$ cat src/hw/rtl/shsld_pkg.sv
`default_nettype none

package shsld_pkg;

    localparam int CFG_INDEX_W = 3;
    localparam int CFG_DATA_W  = 16;

    typedef logic [CFG_INDEX_W-1:0] cfg_index_t;

    localparam cfg_index_t REG_DRIVE_LIMIT  = 3'd0;
    localparam cfg_index_t REG_UPPER_LIMIT  = 3'd1;
    localparam cfg_index_t REG_LOWER_LIMIT  = 3'd2;
    localparam cfg_index_t REG_HOMING_DRIVE = 3'd3;
    localparam cfg_index_t REG_STALL_SPEED  = 3'd4;
    localparam cfg_index_t REG_STALL_TICKS  = 3'd5;

    typedef struct packed {
        logic [9:0]         drive_limit;
        logic signed [15:0] upper_limit;
        logic signed [15:0] lower_limit;
        logic [9:0]         homing_drive;
        logic [14:0]        stall_speed;
        logic [7:0]         stall_ticks;
    } cfg_t;

    localparam cfg_t CFG_RESET = '{
        drive_limit:  10'd400,
        upper_limit:  16'sd1650,
        lower_limit:  -16'sd10,
        homing_drive: 10'd100,
        stall_speed:  15'd50,
        stall_ticks:  8'd50
    };

    typedef enum logic [1:0] {
        MODE_HOMING,
        MODE_FINISH,
        MODE_RUN
    } drive_mode_t;

    // What travels beside the position through the scaling stages.
    typedef struct packed {
        drive_mode_t        mode;
        logic signed [15:0] cmd;
    } tick_ctrl_t;

    localparam logic signed [15:0] SCALED_MAX = 16'sh7FFF;
    localparam logic signed [15:0] SCALED_MIN = 16'sh8000;

endpackage

`default_nettype wire

$ cat src/hw/rtl/shsld_cfg.sv
`default_nettype none

module shsld_cfg (
    input  wire logic                              aclk,
    input  wire logic                              aresetn,
    input  wire logic                              cfg_we,
    input  wire shsld_pkg::cfg_index_t             cfg_index,
    input  wire logic [shsld_pkg::CFG_DATA_W-1:0]  cfg_wdata,
    output shsld_pkg::cfg_t                        cfg
);

    shsld_pkg::cfg_t cfg_reg;
    shsld_pkg::cfg_t cfg_next;

    always_comb begin
        cfg_next = cfg_reg;
        if (cfg_we) begin
            unique case (cfg_index)
                shsld_pkg::REG_DRIVE_LIMIT:  cfg_next.drive_limit  = cfg_wdata[9:0];
                shsld_pkg::REG_UPPER_LIMIT:  cfg_next.upper_limit  = cfg_wdata[15:0];
                shsld_pkg::REG_LOWER_LIMIT:  cfg_next.lower_limit  = cfg_wdata[15:0];
                shsld_pkg::REG_HOMING_DRIVE: cfg_next.homing_drive = cfg_wdata[9:0];
                shsld_pkg::REG_STALL_SPEED:  cfg_next.stall_speed  = cfg_wdata[14:0];
                shsld_pkg::REG_STALL_TICKS:  cfg_next.stall_ticks  = cfg_wdata[7:0];
                default: ;
            endcase
        end
    end

    always_ff @(posedge aclk) begin
        if (!aresetn) begin
            cfg_reg <= shsld_pkg::CFG_RESET;
        end else begin
            cfg_reg <= cfg_next;
        end
    end

    assign cfg = cfg_reg;

endmodule

`default_nettype wire

$ cat src/hw/rtl/shsld_tracker.sv
`default_nettype none

module shsld_tracker #(
    parameter int POSITION_BITS = 40
) (
    input  wire logic                             aclk,
    input  wire logic                             aresetn,
    input  wire logic                             accept,
    input  wire logic signed [15:0]               delta,
    input  wire logic signed [15:0]               cmd,
    input  wire shsld_pkg::cfg_t                  cfg,
    output logic signed [POSITION_BITS-1:0]       sum_reg,
    output shsld_pkg::tick_ctrl_t                 ctrl_reg
);

    logic signed [POSITION_BITS-1:0] acc_reg;
    logic signed [POSITION_BITS-1:0] acc_next;
    logic                            done_reg;
    logic                            done_next;
    logic [7:0]                      stall_reg;
    logic [7:0]                      stall_next;

    logic signed [POSITION_BITS-1:0] sum;
    logic signed [16:0]              delta_wide;
    logic [16:0]                     speed;
    logic [7:0]                      stall_bumped;
    logic                            finish;
    shsld_pkg::drive_mode_t          mode;

    assign sum        = acc_reg + POSITION_BITS'(delta);
    assign delta_wide = 17'(delta);
    // The most negative delta gives 32768, which is never below the threshold.
    assign speed      = delta_wide[16] ? 17'(-delta_wide) : 17'(delta_wide);

    always_comb begin
        stall_bumped = (speed < {2'b00, cfg.stall_speed}) ? stall_reg + 8'd1 : 8'd0;
        finish       = !done_reg && (stall_bumped > cfg.stall_ticks);
        acc_next     = acc_reg;
        done_next    = done_reg;
        stall_next   = stall_reg;
        mode         = shsld_pkg::MODE_RUN;
        if (accept) begin
            acc_next = finish ? '0 : sum;
            if (!done_reg) begin
                stall_next = finish ? 8'd0 : stall_bumped;
                done_next  = finish;
            end
        end
        if (!done_reg) begin
            mode = finish ? shsld_pkg::MODE_FINISH : shsld_pkg::MODE_HOMING;
        end
    end

    always_ff @(posedge aclk) begin
        if (!aresetn) begin
            acc_reg   <= '0;
            done_reg  <= 1'b0;
            stall_reg <= 8'd0;
        end else begin
            acc_reg   <= acc_next;
            done_reg  <= done_next;
            stall_reg <= stall_next;
        end
    end

    // The scaled position is formed from the sum before any homing zeroing.
    always_ff @(posedge aclk) begin
        if (accept) begin
            sum_reg       <= sum;
            ctrl_reg.mode <= mode;
            ctrl_reg.cmd  <= cmd;
        end
    end

    a_done_sticks: assert property (@(posedge aclk) disable iff (!aresetn)
        done_reg |=> done_reg)
        else $error("calibration was lost after homing finished");

    a_count_idle: assert property (@(posedge aclk) disable iff (!aresetn)
        done_reg |-> stall_reg == 8'd0)
        else $error("stall counter moved after calibration");

endmodule

`default_nettype wire

$ cat src/hw/rtl/shsld_scaler.sv
`default_nettype none

module shsld_scaler #(
    parameter int POSITION_BITS = 40,
    parameter int SCALE_DIVISOR = 1000
) (
    input  wire logic                              aclk,
    input  wire logic                              load_mag,
    input  wire logic                              load_quot,
    input  wire logic signed [POSITION_BITS-1:0]   sum,
    output logic signed [15:0]                     scaled
);

    localparam int EXT_W     = (POSITION_BITS > 48) ? POSITION_BITS : 48;
    // Below saturation the magnitude is under 32768 * divisor, so 31 bits.
    localparam int MAG_BITS  = 31;
    localparam int QUOT_BITS = 15;
    localparam int SHIFT     = MAG_BITS + $clog2(SCALE_DIVISOR);
    localparam longint SAT_LIMIT  = longint'(SCALE_DIVISOR) * longint'(32768);
    localparam longint RECIP_FULL =
        ((longint'(1) <<< SHIFT) + longint'(SCALE_DIVISOR) - longint'(1))
        / longint'(SCALE_DIVISOR);
    localparam logic [32:0]             RECIP  = 33'(RECIP_FULL);
    localparam logic signed [EXT_W-1:0] SAT_HI = EXT_W'(SAT_LIMIT);
    localparam logic signed [EXT_W-1:0] SAT_LO = -SAT_HI;

    logic signed [EXT_W-1:0] sum_ext;
    logic signed [EXT_W-1:0] sum_abs;

    logic                    sat_hi_reg;
    logic                    sat_lo_reg;
    logic                    neg_reg;
    logic [MAG_BITS-1:0]     mag_reg;

    logic                    q_sat_hi_reg;
    logic                    q_sat_lo_reg;
    logic                    q_neg_reg;
    logic [QUOT_BITS-1:0]    quot_reg;

    logic [63:0]             product;
    logic signed [15:0]      quot_signed;

    assign sum_ext = EXT_W'(sum);
    assign sum_abs = sum_ext[EXT_W-1] ? -sum_ext : sum_ext;

    always_ff @(posedge aclk) begin
        if (load_mag) begin
            sat_hi_reg <= (sum_ext >= SAT_HI);
            sat_lo_reg <= (sum_ext <= SAT_LO);
            neg_reg    <= sum_ext[EXT_W-1];
            mag_reg    <= sum_abs[MAG_BITS-1:0];
        end
    end

    // Exact truncating division by a rounded-up reciprocal over 31-bit magnitudes.
    assign product = 64'(mag_reg) * 64'(RECIP);

    always_ff @(posedge aclk) begin
        if (load_quot) begin
            q_sat_hi_reg <= sat_hi_reg;
            q_sat_lo_reg <= sat_lo_reg;
            q_neg_reg    <= neg_reg;
            quot_reg     <= product[SHIFT +: QUOT_BITS];
        end
    end

    assign quot_signed = {1'b0, quot_reg};

    always_comb begin
        priority if (q_sat_hi_reg) begin
            scaled = shsld_pkg::SCALED_MAX;
        end else if (q_sat_lo_reg) begin
            scaled = shsld_pkg::SCALED_MIN;
        end else if (q_neg_reg) begin
            scaled = -quot_signed;
        end else begin
            scaled = quot_signed;
        end
    end

endmodule

`default_nettype wire

$ cat src/hw/rtl/shsld_drive.sv
`default_nettype none

module shsld_drive (
    input  wire logic                    aclk,
    input  wire logic                    load,
    input  wire shsld_pkg::tick_ctrl_t   ctrl,
    input  wire logic signed [15:0]      scaled,
    input  wire shsld_pkg::cfg_t         cfg,
    output logic [9:0]                   mag_reg,
    output logic                         forward_reg,
    output logic                         calibrated_reg,
    output logic signed [15:0]           position_reg
);

    logic        cmd_pos;
    logic        cmd_neg;
    logic        blocked;
    logic [15:0] cmd_abs;
    logic [9:0]  clamped;
    logic [9:0]  mag_next;
    logic        forward_next;
    logic        calibrated_next;

    assign cmd_neg = ctrl.cmd[15];
    assign cmd_pos = !ctrl.cmd[15] && (ctrl.cmd != 16'sd0);
    assign cmd_abs = cmd_neg ? 16'(-ctrl.cmd) : 16'(ctrl.cmd);
    assign clamped = (cmd_abs > {6'b000000, cfg.drive_limit}) ? cfg.drive_limit
                                                              : cmd_abs[9:0];

    // Above the upper limit only the upper check applies.
    always_comb begin
        priority if ($signed(scaled) > $signed(cfg.upper_limit)) begin
            blocked = cmd_pos;
        end else if ($signed(scaled) < $signed(cfg.lower_limit)) begin
            blocked = cmd_neg;
        end else begin
            blocked = 1'b0;
        end
    end

    always_comb begin
        unique case (ctrl.mode)
            shsld_pkg::MODE_HOMING: begin
                mag_next        = cfg.homing_drive;
                forward_next    = 1'b0;
                calibrated_next = 1'b0;
            end
            shsld_pkg::MODE_FINISH: begin
                mag_next        = 10'd0;
                forward_next    = 1'b0;
                calibrated_next = 1'b1;
            end
            shsld_pkg::MODE_RUN: begin
                mag_next        = blocked ? 10'd0 : clamped;
                forward_next    = cmd_pos && (mag_next != 10'd0);
                calibrated_next = 1'b1;
            end
            default: begin
                mag_next        = 10'd0;
                forward_next    = 1'b0;
                calibrated_next = 1'b0;
            end
        endcase
    end

    always_ff @(posedge aclk) begin
        if (load) begin
            mag_reg        <= mag_next;
            forward_reg    <= forward_next;
            calibrated_reg <= calibrated_next;
            position_reg   <= scaled;
        end
    end

endmodule

`default_nettype wire

$ cat src/hw/rtl/stall_homing_soft_limit_drive_unit.sv
// Stall-homing drive with soft position limits, one beat per control tick.
// Slave channel: s_tdata carries encoder_delta in [15:0] and drive_command
// in [31:16]. Master channel: m_tdata carries drive_magnitude [9:0],
// drive_forward [10], calibrated [11] and scaled_position [27:12]. The user
// must write registers via cfg_we / cfg_index / cfg_wdata only while idle;
// the block does not enforce it. Beats pass the tracker, scaler magnitude,
// scaler quotient and drive output registers. The position accumulator
// and the stall counter close their loops through a single register, and
// the divide by the scale is a reciprocal multiply in its own stage. After
// reset the accumulator, stall counter and calibration flag are cleared,
// the registers take their defaults, and the block starts homing: it
// drives in reverse until the end stop is found. One beat is accepted per
// cycle; when the receiver stalls, the result waits in the output register
// and new beats are still taken until every stage in front of it is full.
`default_nettype none

module stall_homing_soft_limit_drive_unit #(
    parameter int POSITION_BITS = 40,
    parameter int SCALE_DIVISOR = 1000
) (
    input  wire logic                                  aclk,
    input  wire logic                                  aresetn,
    input  wire logic                                  s_tvalid,
    output logic                                       s_tready,
    // [15:0] encoder_delta, [31:16] drive_command
    input  wire logic [31:0]                           s_tdata,
    output logic                                       m_tvalid,
    input  wire logic                                  m_tready,
    // [9:0] drive_magnitude, [10] drive_forward, [11] calibrated,
    // [27:12] scaled_position, [31:28] zero
    output logic [31:0]                                m_tdata,
    input  wire logic                                  cfg_we,
    input  wire shsld_pkg::cfg_index_t                 cfg_index,
    input  wire logic [shsld_pkg::CFG_DATA_W-1:0]      cfg_wdata
);

    shsld_pkg::cfg_t                 cfg;
    shsld_pkg::tick_ctrl_t           ctrl1;
    shsld_pkg::tick_ctrl_t           ctrl2_reg;
    shsld_pkg::tick_ctrl_t           ctrl3_reg;
    logic signed [POSITION_BITS-1:0] sum1;
    logic signed [15:0]              scaled;

    logic v1_reg;
    logic v2_reg;
    logic v3_reg;
    logic out_valid_reg;
    logic out_en;
    logic en3;
    logic en2;
    logic en1;
    logic accept;

    logic [9:0]         drive_mag;
    logic               drive_fwd;
    logic               calibrated;
    logic signed [15:0] position;

    // Each stage loads when it is empty or its beat moves on.
    assign out_en   = !out_valid_reg || m_tready;
    assign en3      = !v3_reg || out_en;
    assign en2      = !v2_reg || en3;
    assign en1      = !v1_reg || en2;
    assign s_tready = en1;
    assign accept   = s_tvalid && en1;

    always_ff @(posedge aclk) begin
        if (!aresetn) begin
            v1_reg        <= 1'b0;
            v2_reg        <= 1'b0;
            v3_reg        <= 1'b0;
            out_valid_reg <= 1'b0;
        end else begin
            if (en1) begin
                v1_reg <= s_tvalid;
            end
            if (en2) begin
                v2_reg <= v1_reg;
            end
            if (en3) begin
                v3_reg <= v2_reg;
            end
            if (out_en) begin
                out_valid_reg <= v3_reg;
            end
        end
    end

    always_ff @(posedge aclk) begin
        if (en2) begin
            ctrl2_reg <= ctrl1;
        end
        if (en3) begin
            ctrl3_reg <= ctrl2_reg;
        end
    end

    shsld_cfg u_cfg (
        .aclk      (aclk),
        .aresetn   (aresetn),
        .cfg_we    (cfg_we),
        .cfg_index (cfg_index),
        .cfg_wdata (cfg_wdata),
        .cfg       (cfg)
    );

    shsld_tracker #(
        .POSITION_BITS (POSITION_BITS)
    ) u_tracker (
        .aclk     (aclk),
        .aresetn  (aresetn),
        .accept   (accept),
        .delta    (s_tdata[15:0]),
        .cmd      (s_tdata[31:16]),
        .cfg      (cfg),
        .sum_reg  (sum1),
        .ctrl_reg (ctrl1)
    );

    shsld_scaler #(
        .POSITION_BITS (POSITION_BITS),
        .SCALE_DIVISOR (SCALE_DIVISOR)
    ) u_scaler (
        .aclk      (aclk),
        .load_mag  (en2),
        .load_quot (en3),
        .sum       (sum1),
        .scaled    (scaled)
    );

    shsld_drive u_drive (
        .aclk           (aclk),
        .load           (out_en),
        .ctrl           (ctrl3_reg),
        .scaled         (scaled),
        .cfg            (cfg),
        .mag_reg        (drive_mag),
        .forward_reg    (drive_fwd),
        .calibrated_reg (calibrated),
        .position_reg   (position)
    );

    assign m_tvalid = out_valid_reg;
    assign m_tdata  = {4'b0000, position, calibrated, drive_fwd, drive_mag};

    a_ready_when_empty: assert property (@(posedge aclk) disable iff (!aresetn)
        !m_tvalid |-> s_tready)
        else $error("input stalled while the output register is empty");

    a_accept_lands: assert property (@(posedge aclk) disable iff (!aresetn)
        accept |=> v1_reg)
        else $error("accepted beat did not enter the first stage");

    a_homing_reverse: assert property (@(posedge aclk) disable iff (!aresetn)
        m_tvalid && !m_tdata[11] |-> !m_tdata[10])
        else $error("forward drive reported while homing");

    a_forward_nonzero: assert property (@(posedge aclk) disable iff (!aresetn)
        m_tvalid && m_tdata[10] |-> m_tdata[9:0] != 10'd0)
        else $error("forward flag set with zero drive");

endmodule

`default_nettype wire

$ cat config.mk
export PLATFORM = sky130hd
export DESIGN_NAME = stall_homing_soft_limit_drive_unit
export DESIGN_NICKNAME = d
export VERILOG_FILES = /design/src/hw/rtl/shsld_pkg.sv /design/src/hw/rtl/shsld_cfg.sv /design/src/hw/rtl/shsld_tracker.sv /design/src/hw/rtl/shsld_scaler.sv /design/src/hw/rtl/shsld_drive.sv /design/src/hw/rtl/stall_homing_soft_limit_drive_unit.sv
export SDC_FILE = /design/constraint.sdc
export NUM_CORES = 2
export LEC_CHECK = 0
export BUFFER_PORTS_ARGS = -buffer_cell sky130_fd_sc_hd__buf_4
export CORE_AREA = 3 3 224 226
export CTS_BUF_LIST = sky130_fd_sc_hd__clkbuf_8 sky130_fd_sc_hd__clkbuf_16
export CTS_CLUSTER_SIZE = 25
export DETAILED_ROUTE_END_ITERATION = 8
export DIE_AREA = 0 0 227 229
export PLACE_DENSITY_LB_ADDON = 0.05
export SYNTH_ARGS = -nofsm -noshare
export SYNTH_HDL_FRONTEND = slang
export SYNTH_SLANG_ARGS = --single-unit
$ cat constraint.sdc
create_clock -name aclk -period 20.9 [get_ports aclk]
set_input_delay 4.18 -clock aclk [delete_from_list [all_inputs] [get_ports aclk]]
set_output_delay 4.18 -clock aclk [all_outputs]
set_load 0.02 [all_outputs]
Yosys cells after proc, flatten, opt, wreduce, memory -nomap -nowiden
Cells that the tools add are included.
{"block": "classes", "mux": 17, "bitwise": 1, "n_lt_le_gt_ge": 7, "n_reduce_logical": 26, "eq_ne": 7, "mul": 1, "n_addsub": 6}
{"operator": "16-bit two-way mux", "n": 4}
{"operator": "31-bit by 29-bit multiplier with 53-bit output (second input constant)", "n": 1}
{"operator": "40-bit by 16-bit adder with 40-bit output", "n": 1}
{"operator": "40-bit by 26-bit greater-or-equal comparator with 1-bit output (second input constant)", "n": 1}
{"operator": "40-bit by 26-bit less-or-equal comparator with 1-bit output (second input constant)", "n": 1}
{"operator": "40-bit two-way mux", "n": 1}
{"operator": "31-bit two-way mux", "n": 1}
{"operator": "31-bit negation", "n": 1}
{"operator": "10-bit two-way mux", "n": 2}
{"operator": "10-bit case mux with 2 select lines", "n": 1}
{"operator": "17-bit by 15-bit < comparator with 1-bit output", "n": 1}
{"operator": "17-bit two-way mux", "n": 1}
{"operator": "16-bit negation with 17-bit output", "n": 1}
{"operator": "16-bit by 10-bit > comparator with 1-bit output", "n": 1}
{"operator": "16-bit > comparator", "n": 1}
{"operator": "16-bit < comparator", "n": 1}
{"operator": "8-bit two-way mux", "n": 2}
{"operator": "15-bit negation with 16-bit output", "n": 1}
{"operator": "16-bit negation", "n": 1}
{"operator": "16-bit nonzero test", "n": 1}
{"operator": "2-bit AND reduction", "n": 7}
{"operator": "10-bit nonzero test", "n": 1}
{"operator": "8-bit by 1-bit adder with 8-bit output (second input constant)", "n": 1}
{"operator": "8-bit > comparator", "n": 1}
{"operator": "other kinds (13)", "n": 30}
{"block": "word_totals", "elab_cells": 97, "in_bits": 56, "ff_bits": 302, "output_inout_bits": 34}

Logic depth before layout (Yosys ltp)
{"block": "logic_depth", "word_depth": 10, "mapped_depth": 26, "ltp_nobuf": 24}

Cells and area by module
From an unflattened synthesis, not the netlist that was laid out.
{"block": "unflattened", "hier_cells": 2826, "hier_area_um2": 29259.3}
{"mod": "shsld_scaler", "cells_each": 1564, "instances": 1, "area_each_um2": 16005.4, "seq_area_each_um2": 1561.5}
{"mod": "shsld_tracker", "cells_each": 640, "instances": 1, "area_each_um2": 6426.2, "seq_area_each_um2": 2722.6}
{"mod": "shsld_cfg", "cells_each": 284, "instances": 1, "area_each_um2": 2952.8, "seq_area_each_um2": 1501.4}
{"mod": "shsld_drive", "cells_each": 277, "instances": 1, "area_each_um2": 2573.7, "seq_area_each_um2": 840.8}
{"mod": "stall_homing_soft_limit_drive_unit", "cells_each": 61, "instances": 1, "area_each_um2": 1301.2, "seq_area_each_um2": 1161.1}

Worst setup path before layout
No wires, ideal clock.
{"block": "synth_path", "kind": "input port to output port", "startpoint": "input port m_tready", "endpoint": "output port s_tready", "path_stages": 3, "setup_slack_ps": 11950, "required_ps": 16720, "path_buffers": 0, "t_arrival_ps": 4770, "cell_sequence": "nor2b_1 > and3_1 > nand2_1"}
{"block": "synth_via", "elab_chain_cells": 4}
{"element": "start, declared", "line": "stall_homing_soft_limit_drive_unit.sv:28", "rtl": "input wire logic m_tready,"}
{"element": "1-bit logical OR", "line": "stall_homing_soft_limit_drive_unit.sv:60", "rtl": "assign out_en = !out_valid_reg || m_tready;"}
{"element": "1-bit logical OR", "line": "stall_homing_soft_limit_drive_unit.sv:61", "rtl": "assign en3 = !v3_reg || out_en;"}
{"element": "1-bit logical OR", "line": "stall_homing_soft_limit_drive_unit.sv:62", "rtl": "assign en2 = !v2_reg || en3;"}
{"element": "1-bit logical OR", "line": "stall_homing_soft_limit_drive_unit.sv:63", "rtl": "assign en1 = !v1_reg || en2;"}
{"element": "end, declared", "line": "stall_homing_soft_limit_drive_unit.sv:24", "rtl": "output logic s_tready,"}
Every way passes these cells.

Worst setup path after layout
{"block": "layout_path", "startpoint": "input port s_tdata[5]", "endpoint": "register u_tracker.acc_reg[12]"}
{"block": "layout_via", "elab_chain_cells": 7, "word_cells_on_any_way": 8, "classes_between": "2 x add/sub; 2 x order compare; 3 x mux; 1 x reduce/logical"}
{"element": "start, declared", "line": "stall_homing_soft_limit_drive_unit.sv:26", "rtl": "input wire logic [31:0] s_tdata,"}
{"element": "16-bit negation with 17-bit output", "line": "shsld_tracker.sv:33", "rtl": "assign speed = delta_wide[16] ? 17'(-delta_wide) : 17'(delta_wide);"}
{"element": "17-bit two-way mux", "line": "shsld_tracker.sv:33"}
{"element": "17-bit by 15-bit < comparator with 1-bit output", "line": "shsld_tracker.sv:36", "rtl": "stall_bumped = (speed < {2'b00, cfg.stall_speed}) ? stall_reg + 8'd1 : 8'd0;"}
{"element": "8-bit two-way mux", "line": "shsld_tracker.sv:36"}
{"element": "8-bit > comparator", "line": "shsld_tracker.sv:37", "rtl": "finish = !done_reg && (stall_bumped > cfg.stall_ticks);"}
{"element": "1-bit logical AND", "line": "shsld_tracker.sv:37"}
{"element": "40-bit two-way mux (*)", "line": "shsld_tracker.sv:43", "rtl": "acc_next = finish ? '0 : sum;"}
{"element": "end signal, assigned", "line": "shsld_tracker.sv:60", "rtl": "acc_reg <= acc_next;"}
{"element": "end, declared", "line": "shsld_tracker.sv:16", "rtl": "logic signed [POSITION_BITS-1:0] acc_reg;"}
Every way passes the cells marked *; elsewhere a longest branch is shown, timed or not.
A chain may end at the register's enable or synchronous reset.

==> out/results.txt <==
die width = 227 um
Final period util = 46.5%
commonest non-fill, non-tap cell in the layout = inv_1
H-Tree Depth = 2
# hold bufs at CTS = 0
post-synthesis adder-cell area fraction = 39.7%
hold worst-path end = ctrl3_reg[4]
CP endpoint kind = register
hold_ws = 417 ps
Total Routing Usage GR = 27.9%
layout cells sized above 1 = 5.82%
ys flop type = edfxtp_1
final worst path period need = 9710 ps
RSZ-0062 raised after global routing = no
final setup vio count = 0
Placement Setup Slack = 10670 ps
final hold vios = 0
PostCTS Resize Cnt = 0
min-delay src = ctrl2_reg[4]
first drt pass iteration count = 5
post-synthesis compound-gate area fraction = 11.8%
1st-iter DRT viols = 1203
vias = 20500
Critical Path RT = 21360 ps
GP Congestion = 0.928
mux cell area share after synthesis = 0.379%
Clock Path Buffers = 3
Die ar. = 52000 um2
Core Box Area = 48500 um2
most frequent cells in the layout = inv_1 (615), ha_1 (463), fa_1 (286)
CTS buffer count = 34
TNS Setup = 0 ps
worst skew pair latency = 530 ps
Yosys cell types = 71
Die Height = 229 um
Worst EP arrival = 10170 ps
# Max-Cap Violations = 0
Post-Syn Area per Cell = 9.96 um2
first-pass GRT wire length = 114 mm
CP Class = input port to register
clock slew at reported path FFs = 60 ps
n_diodes = 0
vias in the first global route = 21200
ANT nets after route = 0
FFs w/ async S/R, synth = 0%
Post-Syn Instances = 2914
clk_skew = 18.1 ps
final net count = 3804
startpoint types = input port
average wire per standard cell = 19.3 um
DP HPWL = 57.7 mm
total grt overflow = 0
setup bufs post-CTS = 0
largest net degree at the start of global routing = 66
CTS tree = done
max FFs per register = 75
Area growth, synth to finish = 8.38%
Port Buf Inserts = 85
Yosys Warn Count = 0
clk sinks = 302
worst slew pin tran = 1200 ps
Synth Area in XOR/XNOR = 3.77%
FF-to-FF path depth = 22
drt drc = 0
Routed WL = 70.4 mm
hold path depth = 0
outcome = finished clean
Slew Limit Fails = 0
simple-gate portion of the synthesized area = 8.76%
initial antenna violation count = 0
register area share after synthesis = 26.8%
Reg-to-Reg End = u_scaler.quot_reg[14]
#FFs+latches synth = 302
io pins = 90
Post-Syn Area = 29000 um2
flop-to-flop setup slack = 11970 ps
Hold Path Class = register to register
main combinational cell family by area after synthesis = adder cells
FMAX = 0.103 GHz
worst flop-to-flop path startpoint = u_scaler.mag_reg[12]
average vias per placed instance = 5.62
CTS Root Buffer Type = clkbuf_16
Std-Cell Rows = 81
Max-slew headroom = 20.2%
EDFF count, synth = 174
setup ws final = 11190 ps
Critical Path Fanout Max = 18
Initial Util = 59.8%
## per-stage QoR
step | util [%] | cell area [um2] | std cells
after floorplan | - | 29000 | 2917
after global placement | 62.5 | 30400 | 3585
after detailed placement | 62.5 | 30400 | 3585
after CTS | 64.8 | 31500 | 3645
after global routing | 64.8 | 31500 | 3645
final | 64.8 | 31500 | 3645
## how the worst max path moves through the flow
stage	from	endpoint
final	s_tdata[5]	u_tracker.acc_reg[12]
after global routing	s_tdata[5]	u_tracker.acc_reg[18]
after CTS	s_tdata[5]	u_tracker.acc_reg[18]
after detailed placement	s_tdata[5]	u_tracker.acc_reg[18]
after global placement	s_tdata[5]	u_tracker.acc_reg[18]
after floorplan	m_tready	s_tready
## logic make-up (layout without fill, tap and decap cells)
| group | after synthesis | in the layout |
|---|---|---|
| compound gates | 517 | 517 |
| xor+xnor | 125 | 125 |
| fa+ha+maj | 749 | 749 |
| buf+inv | 667 | 773 |
| flops | 302 | 302 |
| mux | 11 | 11 |
| other cells | 1 | 4 |
| simple gates | 542 | 542 |
## per-layer routing
metal | wire length, um | global-route usage [%] | share of wire [%] | vias to the layer above
li1 | - | - | - | 9944
met1 | 32600 | 39.6 | 46 | 10100
met2 | 33400 | 46.4 | 47 | 392
met3 | 2940 | 2.94 | 4.2 | 93
met4 | 1460 | 6.49 | 2.1 | 0
met5 | 0 | 0 | 0 | -
## cell usage after synthesis (6+ instances only)
master | number | area [um2]
o21bai_1 | 11 | 82.6
or3_1 | 13 | 81.3
o211ai_1 | 48 | 360
nand2_1 | 242 | 908
a21oi_1 | 131 | 656
inv_1 | 607 | 2280
or2_2 | 6 | 37.5
nand2b_1 | 20 | 125
and3_1 | 13 | 81.3
nor2b_1 | 18 | 113
o41ai_1 | 11 | 96.3
o22ai_1 | 7 | 43.8
ha_1 | 463 | 5790
fa_1 | 286 | 5730
edfxtp_1 | 174 | 5230
mux2i_1 | 11 | 110
a31oi_1 | 14 | 87.6
and4_1 | 8 | 70.1
or4_1 | 11 | 82.6
nor2_1 | 98 | 368
nor4_1 | 10 | 62.6
a21o_1 | 76 | 571
nand3_1 | 37 | 185
o21a_1 | 11 | 82.6
xor2_1 | 26 | 228
clkbuf_1 | 47 | 176
a211oi_1 | 8 | 60.1
xnor2_1 | 99 | 867
a22oi_1 | 16 | 120
a22o_1 | 13 | 114
nand4_1 | 21 | 131
dfxtp_1 | 128 | 2560
o21ai_0 | 85 | 425
a21boi_0 | 15 | 113
buf_4 | 6 | 45.0
o31ai_1 | 19 | 143
nor3_1 | 23 | 115
## worst max-delay path, cell delays in order
cell	delay (ps)
buf_4	130
nor4_1	350
inv_1	100
nor3_1	350
nand2_1	130
o31ai_1	250
xnor2_1	100
ha_1	290
and3_1	150
o2111ai_1	120
o31a_1	380
o21ai_0	820
nor2_1	160
ha_1	330
a21o_1	180
a21o_1	170
a21oi_1	140
a32o_1	310
nor2_1	220
nor2_1	940
a32oi_1	230
nor2_1	120
## final cells by class
cell class / instances / area, um2
Multi-Input combinational cell: 1948 / 18700
Fill cell: 4031 / 17100
Sequential cell: 302 / 7790
Inverter: 608 / 2280
Clock buffer: 39 / 931
Timing Repair Buffer: 105 / 788
Tap cell: 622 / 778
Clock inverter: 21 / 160
Power is not shown: default switching activity piles up to over one toggle a cycle in this logic, so the estimate is an artifact.
